<file path="config.mk">
export PLATFORM = sky130hd
export DESIGN_NAME = char_lcd_4bit_sequencer_core
export DESIGN_NICKNAME = d
export VERILOG_FILES = /design/src/design/clseq_pkg.sv /design/src/design/char_lcd_4bit_sequencer_core.sv
export SDC_FILE = /design/constraint.sdc
export NUM_CORES = 1
export LEC_CHECK = 0
export ABC_AREA = 1
export BUFFER_PORTS_ARGS = -buffer_cell sky130_fd_sc_hd__buf_2
export CAP_MARGIN = 20
export CELL_PAD_IN_SITES_DETAIL_PLACEMENT = 0
export CELL_PAD_IN_SITES_GLOBAL_PLACEMENT = 1
export CORE_MARGIN = 2
export CORE_UTILIZATION = 42
export DETAILED_ROUTE_END_ITERATION = 10
export MAX_ROUTING_LAYER = met4
export PLACE_DENSITY_LB_ADDON = 0.12
export SLEW_MARGIN = 15
export SYNTH_ARGS = -nofsm -noshare
export SYNTH_HDL_FRONTEND = slang
export SYNTH_SLANG_ARGS = --single-unit
</file>
<file path="constraint.sdc">
create_clock -name clk -period 2.7 [get_ports clk]
set_clock_uncertainty 0.2 [all_clocks]
set_input_delay 0.54 -clock clk [delete_from_list [all_inputs] [get_ports clk]]
set_output_delay 0.54 -clock clk [all_outputs]
set_load 0.02 [all_outputs]
</file>
<file path="src/design/clseq_pkg.sv">
// clseq_pkg: shared types, codes and the control-word program of the lcd sequencer
package clseq_pkg;

  // request kinds
  localparam logic [2:0] REQ_INIT   = 3'd0;
  localparam logic [2:0] REQ_CMD    = 3'd1;
  localparam logic [2:0] REQ_DATA   = 3'd2;
  localparam logic [2:0] REQ_CURSOR = 3'd3;
  localparam logic [2:0] REQ_CLEAR  = 3'd4;

  // configuration register indexes
  localparam logic [2:0] CFG_POWER_ON   = 3'd0;
  localparam logic [2:0] CFG_SETUP      = 3'd1;
  localparam logic [2:0] CFG_ENABLE_HI  = 3'd2;
  localparam logic [2:0] CFG_AFTER_EN   = 3'd3;
  localparam logic [2:0] CFG_CLEAR_WAIT = 3'd4;
  localparam logic [2:0] CFG_LINE2_BASE = 3'd5;

  localparam int CFG_IDX_W  = 3;
  localparam int CFG_DATA_W = 16;

  // fixed waits of the wake sequence, in microseconds
  localparam logic [15:0] WAKE_FIRST_US  = 16'd5000;
  localparam logic [15:0] WAKE_SECOND_US = 16'd150;
  localparam logic [15:0] INIT_END_US    = 16'd2000;

  // fixed command bytes
  localparam logic [7:0] CMD_CLEAR      = 8'h01;
  localparam logic [7:0] CMD_SET_DDRAM  = 8'h80;

  // program layout
  localparam int ROM_DEPTH = 47;
  localparam int STEP_W    = $clog2(ROM_DEPTH);
  localparam logic [STEP_W-1:0] INIT_ENTRY      = STEP_W'(0);
  localparam logic [STEP_W-1:0] BYTE_ENTRY      = STEP_W'(40);

  typedef enum logic [1:0] {
    NIB_CONST,
    NIB_HIGH,
    NIB_LOW
  } nib_sel_t;

  typedef enum logic [2:0] {
    HOLD_POWER,
    HOLD_SETUP,
    HOLD_ENABLE,
    HOLD_AFTER,
    HOLD_CLEAR,
    HOLD_WAKE1,
    HOLD_WAKE2,
    HOLD_END
  } hold_sel_t;

  typedef enum logic [1:0] {
    CTL_NEXT,
    CTL_END,
    CTL_END_UNLESS_CLEAR
  } seq_ctl_t;

  typedef struct packed {
    nib_sel_t  nib_sel;
    logic [3:0] nib;
    logic      en;
    hold_sel_t hold_sel;
    seq_ctl_t  ctl;
  } ctrl_t;

  // a plain wait step with enable low
  function automatic ctrl_t wait_word(input logic [3:0] nib, input hold_sel_t hold,
                                      input seq_ctl_t ctl);
    ctrl_t w;
    w.nib_sel  = NIB_CONST;
    w.nib      = nib;
    w.en       = 1'b0;
    w.hold_sel = hold;
    w.ctl      = ctl;
    return w;
  endfunction

  // one of the three phases of a nibble: setup, enable high, enable low
  function automatic ctrl_t nib_word(input nib_sel_t sel, input logic [3:0] nib,
                                     input logic [1:0] ph);
    ctrl_t w;
    w.nib_sel = sel;
    w.nib     = nib;
    w.ctl     = CTL_NEXT;
    case (ph)
      2'd0: begin
        w.en       = 1'b0;
        w.hold_sel = HOLD_SETUP;
      end
      2'd1: begin
        w.en       = 1'b1;
        w.hold_sel = HOLD_ENABLE;
      end
      default: begin
        w.en       = 1'b0;
        w.hold_sel = HOLD_AFTER;
      end
    endcase
    return w;
  endfunction

  // control store: init program, then the shared byte routine and the clear wait
  function automatic ctrl_t rom_word(input logic [STEP_W-1:0] addr);
    ctrl_t w;
    case (addr)
      6'd0:  w = wait_word(4'h0, HOLD_POWER, CTL_NEXT);
      6'd1:  w = nib_word(NIB_CONST, 4'h3, 2'd0);
      6'd2:  w = nib_word(NIB_CONST, 4'h3, 2'd1);
      6'd3:  w = nib_word(NIB_CONST, 4'h3, 2'd2);
      6'd4:  w = wait_word(4'h3, HOLD_WAKE1, CTL_NEXT);
      6'd5:  w = nib_word(NIB_CONST, 4'h3, 2'd0);
      6'd6:  w = nib_word(NIB_CONST, 4'h3, 2'd1);
      6'd7:  w = nib_word(NIB_CONST, 4'h3, 2'd2);
      6'd8:  w = wait_word(4'h3, HOLD_WAKE2, CTL_NEXT);
      6'd9:  w = nib_word(NIB_CONST, 4'h3, 2'd0);
      6'd10: w = nib_word(NIB_CONST, 4'h3, 2'd1);
      6'd11: w = nib_word(NIB_CONST, 4'h3, 2'd2);
      6'd12: w = nib_word(NIB_CONST, 4'h2, 2'd0);
      6'd13: w = nib_word(NIB_CONST, 4'h2, 2'd1);
      6'd14: w = nib_word(NIB_CONST, 4'h2, 2'd2);
      // function set 0x28
      6'd15: w = nib_word(NIB_CONST, 4'h2, 2'd0);
      6'd16: w = nib_word(NIB_CONST, 4'h2, 2'd1);
      6'd17: w = nib_word(NIB_CONST, 4'h2, 2'd2);
      6'd18: w = nib_word(NIB_CONST, 4'h8, 2'd0);
      6'd19: w = nib_word(NIB_CONST, 4'h8, 2'd1);
      6'd20: w = nib_word(NIB_CONST, 4'h8, 2'd2);
      // display on 0x0c
      6'd21: w = nib_word(NIB_CONST, 4'h0, 2'd0);
      6'd22: w = nib_word(NIB_CONST, 4'h0, 2'd1);
      6'd23: w = nib_word(NIB_CONST, 4'h0, 2'd2);
      6'd24: w = nib_word(NIB_CONST, 4'hC, 2'd0);
      6'd25: w = nib_word(NIB_CONST, 4'hC, 2'd1);
      6'd26: w = nib_word(NIB_CONST, 4'hC, 2'd2);
      // entry mode 0x06
      6'd27: w = nib_word(NIB_CONST, 4'h0, 2'd0);
      6'd28: w = nib_word(NIB_CONST, 4'h0, 2'd1);
      6'd29: w = nib_word(NIB_CONST, 4'h0, 2'd2);
      6'd30: w = nib_word(NIB_CONST, 4'h6, 2'd0);
      6'd31: w = nib_word(NIB_CONST, 4'h6, 2'd1);
      6'd32: w = nib_word(NIB_CONST, 4'h6, 2'd2);
      // clear display 0x01
      6'd33: w = nib_word(NIB_CONST, 4'h0, 2'd0);
      6'd34: w = nib_word(NIB_CONST, 4'h0, 2'd1);
      6'd35: w = nib_word(NIB_CONST, 4'h0, 2'd2);
      6'd36: w = nib_word(NIB_CONST, 4'h1, 2'd0);
      6'd37: w = nib_word(NIB_CONST, 4'h1, 2'd1);
      6'd38: w = nib_word(NIB_CONST, 4'h1, 2'd2);
      6'd39: w = wait_word(4'h1, HOLD_END, CTL_END);
      // shared byte routine from the byte register
      6'd40: w = nib_word(NIB_HIGH, 4'h0, 2'd0);
      6'd41: w = nib_word(NIB_HIGH, 4'h0, 2'd1);
      6'd42: w = nib_word(NIB_HIGH, 4'h0, 2'd2);
      6'd43: w = nib_word(NIB_LOW, 4'h0, 2'd0);
      6'd44: w = nib_word(NIB_LOW, 4'h0, 2'd1);
      6'd45: begin
        w     = nib_word(NIB_LOW, 4'h0, 2'd2);
        w.ctl = CTL_END_UNLESS_CLEAR;
      end
      6'd46: w = wait_word(4'h1, HOLD_CLEAR, CTL_END);
      default: w = wait_word(4'h0, HOLD_END, CTL_END);
    endcase
    return w;
  endfunction

endpackage

</file>
<file path="src/design/char_lcd_4bit_sequencer_core.sv">
// char_lcd_4bit_sequencer_core: microcoded 4-bit character lcd pin sequencer
//
//  channel  | handshake          | payload
//  ---------+--------------------+---------------------------------------------
//  request  | start / busy       | in_req_type, in_value, in_row_select, in_column
//  result   | out_valid (strobe) | out_rs_pin, out_data_pins, out_enable_pin,
//           |                    | out_hold_us, out_last
//  config   | cfg_we             | cfg_index, cfg_wdata
//
//  one result word per clock: one control-store step per cycle, and busy stays high
//  until the last step of a request (results: init 40, clear 7, others 6).
//  each result sits on the output registers for one cycle, in the cycle after its step.
//  a new request is taken in the cycle the last word of the previous run is shown.
//  unknown request kinds are taken and produce no words.
//  synchronous active-low reset returns the control and config registers to their defaults, idle.
module char_lcd_4bit_sequencer_core (
  input  logic                            clk,
  input  logic                            rst_n,
  input  logic                            start,
  output logic                            busy,
  input  logic [2:0]                      in_req_type,
  input  logic [7:0]                      in_value,
  input  logic                            in_row_select,
  input  logic [6:0]                      in_column,
  output logic                            out_valid,
  output logic                            out_rs_pin,
  output logic [3:0]                      out_data_pins,
  output logic                            out_enable_pin,
  output logic [15:0]                     out_hold_us,
  output logic                            out_last,
  input  logic                            cfg_we,
  input  logic [clseq_pkg::CFG_IDX_W-1:0] cfg_index,
  input  logic [clseq_pkg::CFG_DATA_W-1:0] cfg_wdata
);

  logic [15:0] power_on_r;
  logic [7:0]  setup_r;
  logic [7:0]  enable_hi_r;
  logic [9:0]  after_en_r;
  logic [15:0] clear_wait_r;
  logic [6:0]  line2_base_r;

  logic                          busy_r, busy_nxt;
  logic [clseq_pkg::STEP_W-1:0]  step_r, step_nxt;
  logic [7:0]                    byte_r, byte_nxt;
  logic                          rs_r, rs_nxt;
  logic                          clear_r, clear_nxt;

  logic        out_valid_r, out_valid_nxt;
  logic        out_rs_r, out_rs_nxt;
  logic [3:0]  out_nib_r, out_nib_nxt;
  logic        out_en_r, out_en_nxt;
  logic [15:0] out_hold_r, out_hold_nxt;
  logic        out_last_r, out_last_nxt;

  clseq_pkg::ctrl_t cw;
  logic        accept;
  logic        known_kind;
  logic [7:0]  addr_sum;
  logic        step_done;

  // configuration registers
  always_ff @(posedge clk) begin
    if (!rst_n) begin
      power_on_r   <= 16'd20000;
      setup_r      <= 8'd1;
      enable_hi_r  <= 8'd2;
      after_en_r   <= 10'd200;
      clear_wait_r <= 16'd5000;
      line2_base_r <= 7'd64;
    end else if (cfg_we) begin
      case (cfg_index)
        clseq_pkg::CFG_POWER_ON:   power_on_r   <= cfg_wdata;
        clseq_pkg::CFG_SETUP:      setup_r      <= cfg_wdata[7:0];
        clseq_pkg::CFG_ENABLE_HI:  enable_hi_r  <= cfg_wdata[7:0];
        clseq_pkg::CFG_AFTER_EN:   after_en_r   <= cfg_wdata[9:0];
        clseq_pkg::CFG_CLEAR_WAIT: clear_wait_r <= cfg_wdata;
        clseq_pkg::CFG_LINE2_BASE: line2_base_r <= cfg_wdata[6:0];
        default: ;
      endcase
    end
  end

  // request decode
  assign accept     = start && !busy_r;
  assign known_kind = (in_req_type inside {[clseq_pkg::REQ_INIT : clseq_pkg::REQ_CLEAR]});
  assign addr_sum   = {1'b0, (in_row_select ? line2_base_r : 7'd0)} + {1'b0, in_column};

  // control store read
  assign cw = clseq_pkg::rom_word(step_r);

  // sequencer and datapath next values
  always_comb begin
    busy_nxt      = busy_r;
    step_nxt      = step_r;
    byte_nxt      = byte_r;
    rs_nxt        = rs_r;
    clear_nxt     = clear_r;
    out_valid_nxt = 1'b0;
    out_rs_nxt    = rs_r;
    out_en_nxt    = cw.en;
    out_last_nxt  = 1'b0;
    step_done     = 1'b0;

    case (cw.nib_sel)
      clseq_pkg::NIB_HIGH: out_nib_nxt = byte_r[7:4];
      clseq_pkg::NIB_LOW:  out_nib_nxt = byte_r[3:0];
      default:             out_nib_nxt = cw.nib;
    endcase

    case (cw.hold_sel)
      clseq_pkg::HOLD_POWER:  out_hold_nxt = power_on_r;
      clseq_pkg::HOLD_SETUP:  out_hold_nxt = {8'd0, setup_r};
      clseq_pkg::HOLD_ENABLE: out_hold_nxt = {8'd0, enable_hi_r};
      clseq_pkg::HOLD_AFTER:  out_hold_nxt = {6'd0, after_en_r};
      clseq_pkg::HOLD_CLEAR:  out_hold_nxt = clear_wait_r;
      clseq_pkg::HOLD_WAKE1:  out_hold_nxt = clseq_pkg::WAKE_FIRST_US;
      clseq_pkg::HOLD_WAKE2:  out_hold_nxt = clseq_pkg::WAKE_SECOND_US;
      default:                out_hold_nxt = clseq_pkg::INIT_END_US;
    endcase

    case (cw.ctl)
      clseq_pkg::CTL_END:              step_done = 1'b1;
      clseq_pkg::CTL_END_UNLESS_CLEAR: step_done = !clear_r;
      default:                         step_done = 1'b0;
    endcase

    if (busy_r) begin
      // one step per cycle, result word registered
      out_valid_nxt = 1'b1;
      out_last_nxt  = step_done;
      if (step_done) begin
        busy_nxt = 1'b0;
      end else begin
        step_nxt = step_r + 1'b1;
      end
    end else if (accept && known_kind) begin
      // load byte register, rs level, clear flag and entry point
      busy_nxt  = 1'b1;
      rs_nxt    = (in_req_type == clseq_pkg::REQ_DATA);
      clear_nxt = (in_req_type == clseq_pkg::REQ_CLEAR);
      step_nxt  = (in_req_type == clseq_pkg::REQ_INIT) ? clseq_pkg::INIT_ENTRY
                                                        : clseq_pkg::BYTE_ENTRY;
      case (in_req_type)
        clseq_pkg::REQ_CURSOR: byte_nxt = clseq_pkg::CMD_SET_DDRAM | {1'b0, addr_sum[6:0]};
        clseq_pkg::REQ_CLEAR:  byte_nxt = clseq_pkg::CMD_CLEAR;
        default:               byte_nxt = in_value;
      endcase
    end
  end

  // control registers
  always_ff @(posedge clk) begin
    if (!rst_n) begin
      busy_r      <= 1'b0;
      step_r      <= clseq_pkg::INIT_ENTRY;
      out_valid_r <= 1'b0;
      rs_r        <= 1'b0;
      clear_r     <= 1'b0;
    end else begin
      busy_r      <= busy_nxt;
      step_r      <= step_nxt;
      out_valid_r <= out_valid_nxt;
      rs_r        <= rs_nxt;
      clear_r     <= clear_nxt;
    end
  end

  // payload registers
  always_ff @(posedge clk) begin
    byte_r     <= byte_nxt;
    out_rs_r   <= out_rs_nxt;
    out_nib_r  <= out_nib_nxt;
    out_en_r   <= out_en_nxt;
    out_hold_r <= out_hold_nxt;
    out_last_r <= out_last_nxt;
  end

  assign busy           = busy_r;
  assign out_valid      = out_valid_r;
  assign out_rs_pin     = out_rs_r;
  assign out_data_pins  = out_nib_r;
  assign out_enable_pin = out_en_r;
  assign out_hold_us    = out_hold_r;
  assign out_last       = out_last_r && out_valid_r;

endmodule

</file>
==> results of run 1 <==
==> flip-flops by register name, indices dropped and copies added (netlist names) <==
name            cells
out_data_pins       4
clear_r             1
byte_r              8
busy                1
enable_hi_r         8
out_hold_us        16
out_rs_nxt          1
clear_wait_r       16
after_en_r         10
line2_base_r        7
out_rs_pin          1
out_enable_pin      1
cw                 12
step_r              6
out_last_r          1
out_valid           1
setup_r             8
power_on_r         16
==> power groups by stage <==
stage	clock, mW	combinational, mW	sequential [mW]
floorplan	0	0.519	2.16
global placement	0	0.963	2.06
detailed placement	0	0.961	2.06
CTS	2.45	0.967	2.03
global route	2.54	1.07	2.04
finish	2.42	0.959	2.02
==> final cells by class <==
type                       instances  share of cell area
clock inverter                     9             0.02028
multi-input combinational        506              0.3921
clock buffer                      23             0.07643
tap                              172             0.03230
timing repair buffer              86             0.07211
sequential                       118              0.3666
inverter                          70             0.04019
==> cell families after synthesis <==
kind of cell,count (synthesis)
AO/OA/AOI/OAI,121
XOR/XNOR,3
adder cells (fa/ha/maj),20
buffers and inverters,92
flip-flops,118
AND/OR/NAND/NOR,362
==> worst max-delay path: stages, from the launching register on <==
cell	delay, ps
dfxtp_1	330
inv_1	40
ha_1	270
inv_1	80
nand2_1	90
nand2_4	120
nand3_1	150
a21oi_2	190
inv_1	100
ha_1	320
nand3_1	120
nand2_1	70
nand2_1	80
o21ai_1	60
nand2_1	70
nand3_1	70
==> final timing paths <==
check	start	end
worst max-delay path	cw[0]$_SDFF_PP0_	cw[3]$_DFF_P_
worst min-delay path	cw[5]$_DFF_P_	out_enable_pin$_DFF_P_
worst max register to register	cw[0]$_SDFF_PP0_	cw[3]$_DFF_P_
worst min register to register	cw[5]$_DFF_P_	out_enable_pin$_DFF_P_
==> Yosys cell counts, drive strengths merged <==
cell / instances / area, µm²
xnor2: 2 / 17.52
xor2: 1 / 8.760
nand3: 63 / 345.3
o211ai: 3 / 22.52
a221oi: 3 / 26.28
clkbuf: 14 / 53.80
nand4: 4 / 25.02
o2111ai: 2 / 17.52
or2: 1 / 6.260
buf: 8 / 67.56
edfxtp: 8 / 240.2
a21oi: 31 / 162.7
o22a: 1 / 8.760
ha: 19 / 237.7
a31oi: 1 / 12.51
fa: 1 / 20.02
and2: 1 / 6.260
nand3b: 2 / 15.01
nor4: 1 / 6.260
a21o: 1 / 7.510
dfxtp: 110 / 2202
a32o: 2 / 20.02
inv: 70 / 267.8
nor2: 124 / 518.0
nand2: 162 / 659.4
nor3: 4 / 20.02
a22o: 6 / 52.55
o21ai: 69 / 379.1
a221o: 1 / 10.01
o21bai: 1 / 7.510
==> placed cells by master (no fill, tap or decap), types with 3 or more instances in the layout <==
| cell type | netlist | routed |
|---|---|---|
| nand3_1 | 57 | 57 |
| nand2_2 | 5 | 5 |
| nor3_1 | 4 | 4 |
| ha_1 | 19 | 19 |
| a221oi_1 | 3 | 3 |
| clkbuf_16 | 0 | 18 |
| a21oi_1 | 29 | 29 |
| inv_1 | 66 | 65 |
| bufinv_16 | 0 | 3 |
| clkbuf_8 | 0 | 4 |
| o211ai_1 | 3 | 3 |
| buf_4 | 1 | 20 |
| nand2_4 | 3 | 3 |
| inv_2 | 3 | 4 |
| a22o_1 | 6 | 6 |
| inv_6 | 1 | 3 |
| nand2_1 | 153 | 153 |
| nor2_1 | 118 | 118 |
| o21ai_2 | 3 | 3 |
| dfxtp_1 | 110 | 110 |
| nand3_2 | 6 | 6 |
| nand4_1 | 4 | 4 |
| buf_2 | 3 | 66 |
| o21ai_0 | 62 | 62 |
| edfxtp_1 | 8 | 8 |
==> layer usage <==
layer	vias to the layer above	track usage
met5	-	-
met4	0	0.07982
met3	18	0.05669
met2	108	0.3103
met1	2236	0.2744
li1	2492	-
==> per-stage QoR <==
step / setup slack, ps / utilization / instances / instance area (µm²) / hold WS [ps]
2_1_floorplan: 210.5 / - / 716 / 5444 / 109.6
3_3_place_gp: 161.4 / 0.4769 / 952 / 6018 / 128.4
3_5_place_dp: 138.7 / 0.4769 / 952 / 6018 / 118.3
4_1_cts: 168.3 / 0.5280 / 984 / 6663 / 136.4
5_1_grt: 0.4361 / 0.5280 / 984 / 6663 / 143.9
6_report: 210.4 / 0.5280 / 984 / 6663 / 134.9
==> metrics.cfg, run 1 <==
[clocking]
ctsLongestPathBuffers = 2
cts.repair.resized = 0
clk_latency_ps = 410
cts_max_level = 4
cts-root-buf = clkbuf_16
holdBufCountCts = 0
post_cts_buffers = 0
cts.clk_slew.worst_paths_ps = 60
cts_sinks = 118
cts_buffers = 17
cts_tree = done

[logic_synthesis]
syn_area_per_cell_um2 = 7.603
syn_inst = 716
synth_xor_area_frac = 0.004826
ys_seq_area_frac = 0.4486
synth-simple-area-share = 0.2942
ys_types = 46
synthAdderAreaFrac = 0.04735
syn-num-nets = 778
synthMuxAreaShare = 0
ys_seq_elements = 118
synth_compound_area_frac = 0.1335
synth_area_um2 = 5444
synth_top_family_by_area = simple AND/OR/NAND/NOR gates
synth_warnings = 0

[setup_path]
crit_path_start_kind = flop
crit_arrival_ps = 2590
reg2reg_slack_ps = 210
path_class = reg2reg
cp.required_ps = 2800
reg2regPathDepth = 15
end_kind = flop
path_max_fanout = 6

[global_route]
grt_overflow = 0
grt_pass1_wl_um = 22690
grt_max_degree = 74
track_usage = 0.2098
grt_antenna_before_repair = 0
first_global_vias = 4656

[floorplanning]
rows = 41
die_w_um = 117.9
io_pins = 67
dieArea_um2 = 13890
start_util = 0.4314
fp.dieH_um = 117.9
core_um2 = 12620

[timing]
slew_viol_final = 0
final-setup-viol-count = 0
timing.fmax_mhz = 401.7
finalCriticalPeriod_ps = 2490
worstMarginPinSlew_ps = 688.8
hold_viol_final = 0
period_share = 0.9221
fin_setup_tns_ps = 0
timing.slew.headroom = 0.5408
rsz0062_at_grt = false

[routing]
drtAntennaViolNets = 0
wl_met2_um = 6072
wl_per_cell_um = 13.76
drcViolationCount = 0
drtIter0Drc = 263
drt_first_pass_iters = 5
vias_per_cell = 4.933
via_count = 4854
top_layer_used = met4
met3_wirelength_um = 643
routed_wl_um = 13540
m1WireLength_um = 6581

[status]
status = complete, no violations

[pwr]
p_sw_mw = 1.516
p_int_mw = 3.884
swShare = 0.2808
p_total_mw = 5.400
power_density_nw_per_um2 = 810.5
sequentialPowerShare = 0.375
pwr-share-comb = 0.178
peakVddDrop_uv = 364.3
leakage_nw = 3.227
power_frac_clock = 0.448

[worst_hold_path]
whs_path_depth = 0
hp-class = reg2reg

[finish]
antenna_cells = 0
drive_gt1_frac = 0.1872
seqCellArea_um2 = 2442
area_growth_pct = 22.39
multi_input_area_um2 = 2613
fill_cells = 1282
nets = 861

[place]
dpl.hpwl_um = 9522
io_buffer_count = 66
gp_congestion = 0.8397

[job]
drv_cap = 0

Note: power is estimated with default switching activity, not from simulation.
==> run 2: changes to the inputs <==
- clock period: 2.7 -> 2.8 ns (I/O delays scaled with it)
==> metrics.cfg, run 2 (same netlist as run 1, synthesis figures left out) <==
[timing]
finalCriticalPeriod_ps = 2547  ; was 2490 ps
rsz0062_at_grt = false  ; unchanged
slew_viol_final = 0  ; unchanged
timing.slew.headroom = 0.5298  ; was 0.5408
period_share = 0.9097  ; was 0.9221
fin_setup_tns_ps = 0  ; unchanged
final.setup.worst_slack_ps = 252.7  ; was 210.4 ps
hold_viol_final = 0  ; unchanged
timing.fmax_mhz = 392.6  ; was 401.7 MHz
worstMarginPinSlew_ps = 705.2  ; was 688.8 ps
final-setup-viol-count = 0  ; unchanged
whs_ps = 123.5  ; was 134.9 ps

[clocking]
cts_max_level = 4  ; unchanged
cts-root-buf = clkbuf_16  ; unchanged
cts_sinks = 118  ; unchanged
ctsLongestPathBuffers = 2  ; unchanged
cts_tree = done  ; unchanged
cts.clk_slew.worst_paths_ps = 50  ; was 60 ps
holdBufCountCts = 0  ; unchanged
clk_latency_ps = 420  ; was 410 ps
cts_buffers = 17  ; unchanged

[finish]
antenna_cells = 0  ; unchanged
nets = 857  ; was 861
layout_commonest_cell = nand2_1  ; unchanged
mostFrequentLayoutCells = 153 x nand2_1, 118 x nor2_1, 110 x dfxtp_1  ; unchanged
design_area_um2 = 6596  ; was 6663 µm²
area_growth_pct = 21.17  ; was 22.39%
drive_gt1_frac = 0.1807  ; was 0.1872
instances_no_fill = 980  ; was 984

[setup_path]
cp.required_ps = 2910  ; was 2800 ps
path_class = reg2reg  ; unchanged
worst_path_max_delay_cell = dfxtp_1  ; unchanged
end_kind = flop  ; unchanged
r2r_start = cw[0]$_SDFF_PP0_  ; unchanged
worst_path_largest_cell_delay_ps = 320  ; was 330 ps
crit_arrival_ps = 2660  ; was 2590 ps
critPathLaunch = cw[0]$_SDFF_PP0_  ; unchanged
crit_path_start_kind = flop  ; unchanged
crit_chain = inv_1 -> ha_1 -> inv_1 -> nand2_1 -> nand2_4 -> nand2_8 -> o21ai_2 -> nor2_4 -> buf_4 -> ha_1 -> inv_1 -> nand3_1 -> nand3_1 -> nand2_1 -> nand2_1 -> nand2_1 -> nand2_1 -> nand2_1  ; was inv_1 -> ha_1 -> inv_1 -> nand2_1 -> nand2_4 -> nand3_1 -> a21oi_2 -> inv_1 -> ha_1 -> nand3_1 -> nand2_1 -> nand2_1 -> o21ai_1 -> nand2_1 -> nand3_1
path_max_fanout = 8  ; was 6
path_common_cell = nand2_1  ; unchanged

[floorplanning]
io_pins = 67  ; unchanged
fp.dieH_um = 117.9  ; unchanged
die_w_um = 117.9  ; unchanged
start_util = 0.4314  ; unchanged
core_um2 = 12620  ; unchanged
rows = 41  ; unchanged
dieArea_um2 = 13890  ; unchanged

[global_route]
busiest_layer = met2  ; unchanged
grt_overflow = 0  ; unchanged
grt_max_degree = 74  ; unchanged
first_global_vias = 4695  ; was 4,656
track_usage = 0.2095  ; was 0.2098
grt_antenna_before_repair = 0  ; unchanged
grt_pass1_wl_um = 22700  ; was 22,690 µm
grt_use_met2 = 0.3183  ; was 0.3103
met1_usage = 0.2738  ; was 0.2744
grt_use_met3 = 0.04554  ; was 0.05669

[place]
dpl.hpwl_um = 9433  ; was 9522 µm
dp_slack_ps = 8.245  ; was 138.7 ps
dp_cells = 947  ; was 952
io_buffer_count = 66  ; unchanged
placed_cell_area_um2 = 5981  ; was 6018 µm²
gp_congestion = 0.8749  ; was 0.8397

[pwr]
p_sw_mw = 1.437  ; was 1.516 mW
swShare = 0.2826  ; was 0.2808
power_density_nw_per_um2 = 771.0  ; was 810.5 nW/µm²
pwr-share-comb = 0.181  ; was 0.178
leakage_nw = 3.186  ; was 3.227 nW
sequentialPowerShare = 0.385  ; was 0.375
peakVddDrop_uv = 375.3  ; was 364.3 µV
p_int_mw = 3.649  ; was 3.884 mW
power_frac_clock = 0.434  ; was 0.448

[routing]
drtAntennaViolNets = 0  ; unchanged
drt_first_pass_iters = 5  ; unchanged
drtIter0Drc = 294  ; was 263
via_count = 4840  ; was 4,854
routed_wl_um = 13480  ; was 13,540 µm
wl_per_cell_um = 13.76  ; about the same
vias_per_cell = 4.939  ; was 4.933
drcViolationCount = 0  ; unchanged

[worst_hold_path]
holdCritStartpoint = cw[5]$_DFF_P_  ; unchanged
hp-class = reg2reg  ; unchanged

[status]
status = complete, no violations  ; unchanged

[job]
drv_cap = 0  ; unchanged

==> run 2: changes by cell type in the layout (fill, tap and decap cells not counted), moves of 2 or more <==
cell,change
buf_4,-4
clkinv_2,+3
clkbuf_1,+2
inv_6,-2
==> run 2: path summary, 6_finish.rpt <==
| path | to | depth (start not counted) | slack, ps |
|---|---|---|---|
| setup / recovery | cw[5]$_DFF_P_ | 18 | 250 |
| hold / removal | out_enable_pin$_DFF_P_ | 0 | 120 |
| setup reg to reg | cw[5]$_DFF_P_ | 18 | 250 |
| hold reg to reg | out_enable_pin$_DFF_P_ | 0 | 120 |
==> run 2: area by class of cell <==
class	instances	area, µm²
Multi-Input combinational cell	506	2618
Timing Repair Buffer	82	450.4
Clock inverter	9	125.1
Sequential cell	118	2442
Tap cell	172	215.2
Inverter	70	267.8
Clock buffer	23	478.0
Fill cell	1271	6023
==> run 2: through the flow <==
step             util  power [mW]
2_1_floorplan       -       2.588
3_3_place_gp   0.4739       2.906
3_5_place_dp   0.4739       2.909
4_1_cts        0.5217       5.133
5_1_grt        0.5227       5.321
6_report       0.5227       5.086
==> run 2: power by group through the flow <==
| stage | logic [mW] | registers (mW) | clock network [mW] |
|---|---|---|---|
| after floorplan | 0.501 | 2.09 | 0 |
| after global placement | 0.921 | 1.99 | 0 |
| after detailed placement | 0.920 | 1.99 | 0 |
| after CTS | 0.923 | 1.96 | 2.25 |
| after global routing | 1.02 | 1.98 | 2.32 |
| final | 0.921 | 1.96 | 2.21 |
==> run 2: worst max-delay path: cells and delay by family, from the launching register on <==
kind	cells	cell delay, ps
AND/OR/NAND/NOR	11	840
flip-flops	1	320
AO/OA/AOI/OAI	1	240
buffers and inverters	4	360
adder cells (fa/ha/maj)	2	490
==> run 2: what timing repair did <==
action / in CTS / in global routing
resized for setup: 0 / 2
buffers inserted: 0 / 1
endpoints found under the setup margin: 0 / 4
==> run 2: layer usage <==
layer | up-vias | share of wire
met2 | 113 | 0.45
li1 | 2484 | -
met3 | 16 | 0.051
met5 | - | 0
met4 | 0 | 0.017
met1 | 2227 | 0.48
==> run 3: changes to the inputs <==
- CTS_BUF_LIST: not set -> sky130_fd_sc_hd__clkbuf_16
==> metrics.cfg, run 3 (same netlist as run 1, synthesis figures left out) <==
[finish]
nets = 857  ; unchanged
instances_no_fill = 980  ; unchanged
layout_commonest_cell = nand2_1  ; unchanged
area_growth_pct = 20.62  ; was 21.17%
antenna_cells = 0  ; unchanged
fin_util = 0.5203  ; was 0.5227
mostFrequentLayoutCells = 153 x nand2_1, 118 x nor2_1, 110 x dfxtp_1  ; unchanged
design_area_um2 = 6566  ; was 6596 µm²
drive_gt1_frac = 0.1770  ; was 0.1807

[timing]
period_share = 0.9074  ; was 0.9097
final.setup.worst_slack_ps = 259.3  ; was 252.7 ps
hold_viol_final = 0  ; unchanged
final-setup-viol-count = 0  ; unchanged
timing.slew.headroom = 0.5416  ; was 0.5298
whs_ps = 123.5  ; about the same
finalCriticalPeriod_ps = 2541  ; was 2547 ps
fin_setup_tns_ps = 0  ; unchanged
rsz0062_at_grt = false  ; unchanged
slew_viol_final = 0  ; unchanged
timing.fmax_mhz = 393.6  ; was 392.6 MHz
worstMarginPinSlew_ps = 687.6  ; was 705.2 ps

[place]
dp_cells = 947  ; unchanged
io_buffer_count = 66  ; unchanged
dp_slack_ps = 8.245  ; unchanged
dpl.hpwl_um = 9433  ; unchanged
gp_congestion = 0.8749  ; unchanged
placed_cell_area_um2 = 5981  ; unchanged

[floorplanning]
rows = 41  ; unchanged
dieArea_um2 = 13890  ; unchanged
start_util = 0.4314  ; unchanged
io_pins = 67  ; unchanged
die_w_um = 117.9  ; unchanged
core_um2 = 12620  ; unchanged
fp.dieH_um = 117.9  ; unchanged

[pwr]
power_density_nw_per_um2 = 760.7  ; was 771.0 nW/µm²
leakage_nw = 3.182  ; was 3.186 nW
sequentialPowerShare = 0.392  ; was 0.385
peakVddDrop_uv = 375.9  ; was 375.3 µV
p_int_mw = 3.555  ; was 3.649 mW
pwr-share-comb = 0.184  ; was 0.181
p_total_mw = 4.995  ; was 5.086 mW
power_frac_clock = 0.424  ; was 0.434
p_sw_mw = 1.440  ; was 1.437 mW
swShare = 0.2884  ; was 0.2826

[job]
drv_cap = 0  ; unchanged

[routing]
drtIter0Drc = 315  ; was 294
drtAntennaViolNets = 0  ; unchanged
via_count = 4813  ; was 4,840
wl_per_cell_um = 13.78  ; was 13.76 µm
drcViolationCount = 0  ; unchanged
drt_first_pass_iters = 5  ; unchanged
vias_per_cell = 4.911  ; was 4.939
routed_wl_um = 13510  ; was 13,480 µm

[clocking]
holdBufCountCts = 0  ; unchanged
cts_buffers = 17  ; unchanged
cts_sinks = 118  ; unchanged
cts_tree = done  ; unchanged
cts_max_level = 4  ; unchanged
clk_latency_ps = 420  ; about the same
cts-root-buf = clkbuf_16  ; unchanged
ctsLongestPathBuffers = 2  ; unchanged
cts.clk_slew.worst_paths_ps = 50  ; about the same

[global_route]
grt_pass1_wl_um = 22670  ; was 22,700 µm
first_global_vias = 4666  ; was 4,695
track_usage = 0.2093  ; was 0.2095
grt_max_degree = 74  ; unchanged
grt_overflow = 0  ; unchanged
grt_antenna_before_repair = 0  ; unchanged

[worst_hold_path]
hp-class = reg2reg  ; unchanged
whs_path_depth = 0  ; unchanged

[setup_path]
cp.required_ps = 2900  ; was 2910 ps
reg2regPathDepth = 17  ; was 18
path_class = reg2reg  ; unchanged
crit_path_start_kind = flop  ; unchanged
crit_arrival_ps = 2640  ; was 2660 ps
path_max_fanout = 8  ; unchanged
end_kind = flop  ; unchanged

[status]
status = complete, no violations  ; unchanged

## run 3: cell count changes in the layout (fill, tap and decap cells not counted), sizes merged
cell | previous run | this run
clkinv | 4 | 7
inv | 70 | 73
clkbuf | 23 | 17
## run 3: final timing paths
kind | start | endpoint | slack [ps]
worst max-delay path | cw[0]$_SDFF_PP0_ | cw[3]$_DFF_P_ | 260
worst min-delay path | cw[5]$_DFF_P_ | out_enable_pin$_DFF_P_ | 120
worst max register to register | cw[0]$_SDFF_PP0_ | cw[3]$_DFF_P_ | 260
worst min register to register | cw[5]$_DFF_P_ | out_enable_pin$_DFF_P_ | 120
## run 3: critical path: stages (launching register included)
cell and delay (ps):
dfxtp_1 320, inv_1 40, ha_1 280, inv_1 80, nand2_1 90, nand2_4 120, nand2_8 90, nand2_1 90
o21ai_2 100, nor2_4 160, inv_2 90, ha_1 290, nand3_1 120, nand2_1 60, nand2_1 70, o21ai_1 60
nand2_1 70, nand3_1 70
## run 3: power groups by stage
stage,registers [mW],clock network [mW],logic [mW]
global placement,1.99,0,0.921
floorplan,2.09,0,0.501
global route,1.97,2.23,1.02
CTS,1.96,2.15,0.923
finish,1.96,2.12,0.922
detailed placement,1.99,0,0.920
## run 3: repair_timing
action	4_1_cts	5_1_grt
setup endpoints to repair	0	4
buffers inserted	0	1
resized for setup	0	2
## run 3: per-layer routing
layer  share of wire  global-route usage
met3           0.059             0.04554
met4           0.017             0.07982
met1            0.48              0.2751
met5               0                   -
met2            0.45              0.3161
## run 3: cell type report
| cell class | instances | area (µm²) |
|---|---|---|
| Fill cell | 1277 | 6053 |
| Multi-Input combinational cell | 506 | 2618 |
| Sequential cell | 118 | 2442 |
| Timing Repair Buffer | 82 | 450.4 |
| Clock buffer | 17 | 425.4 |
| Inverter | 70 | 267.8 |
| Tap cell | 172 | 215.2 |
| Clock inverter | 15 | 147.6 |
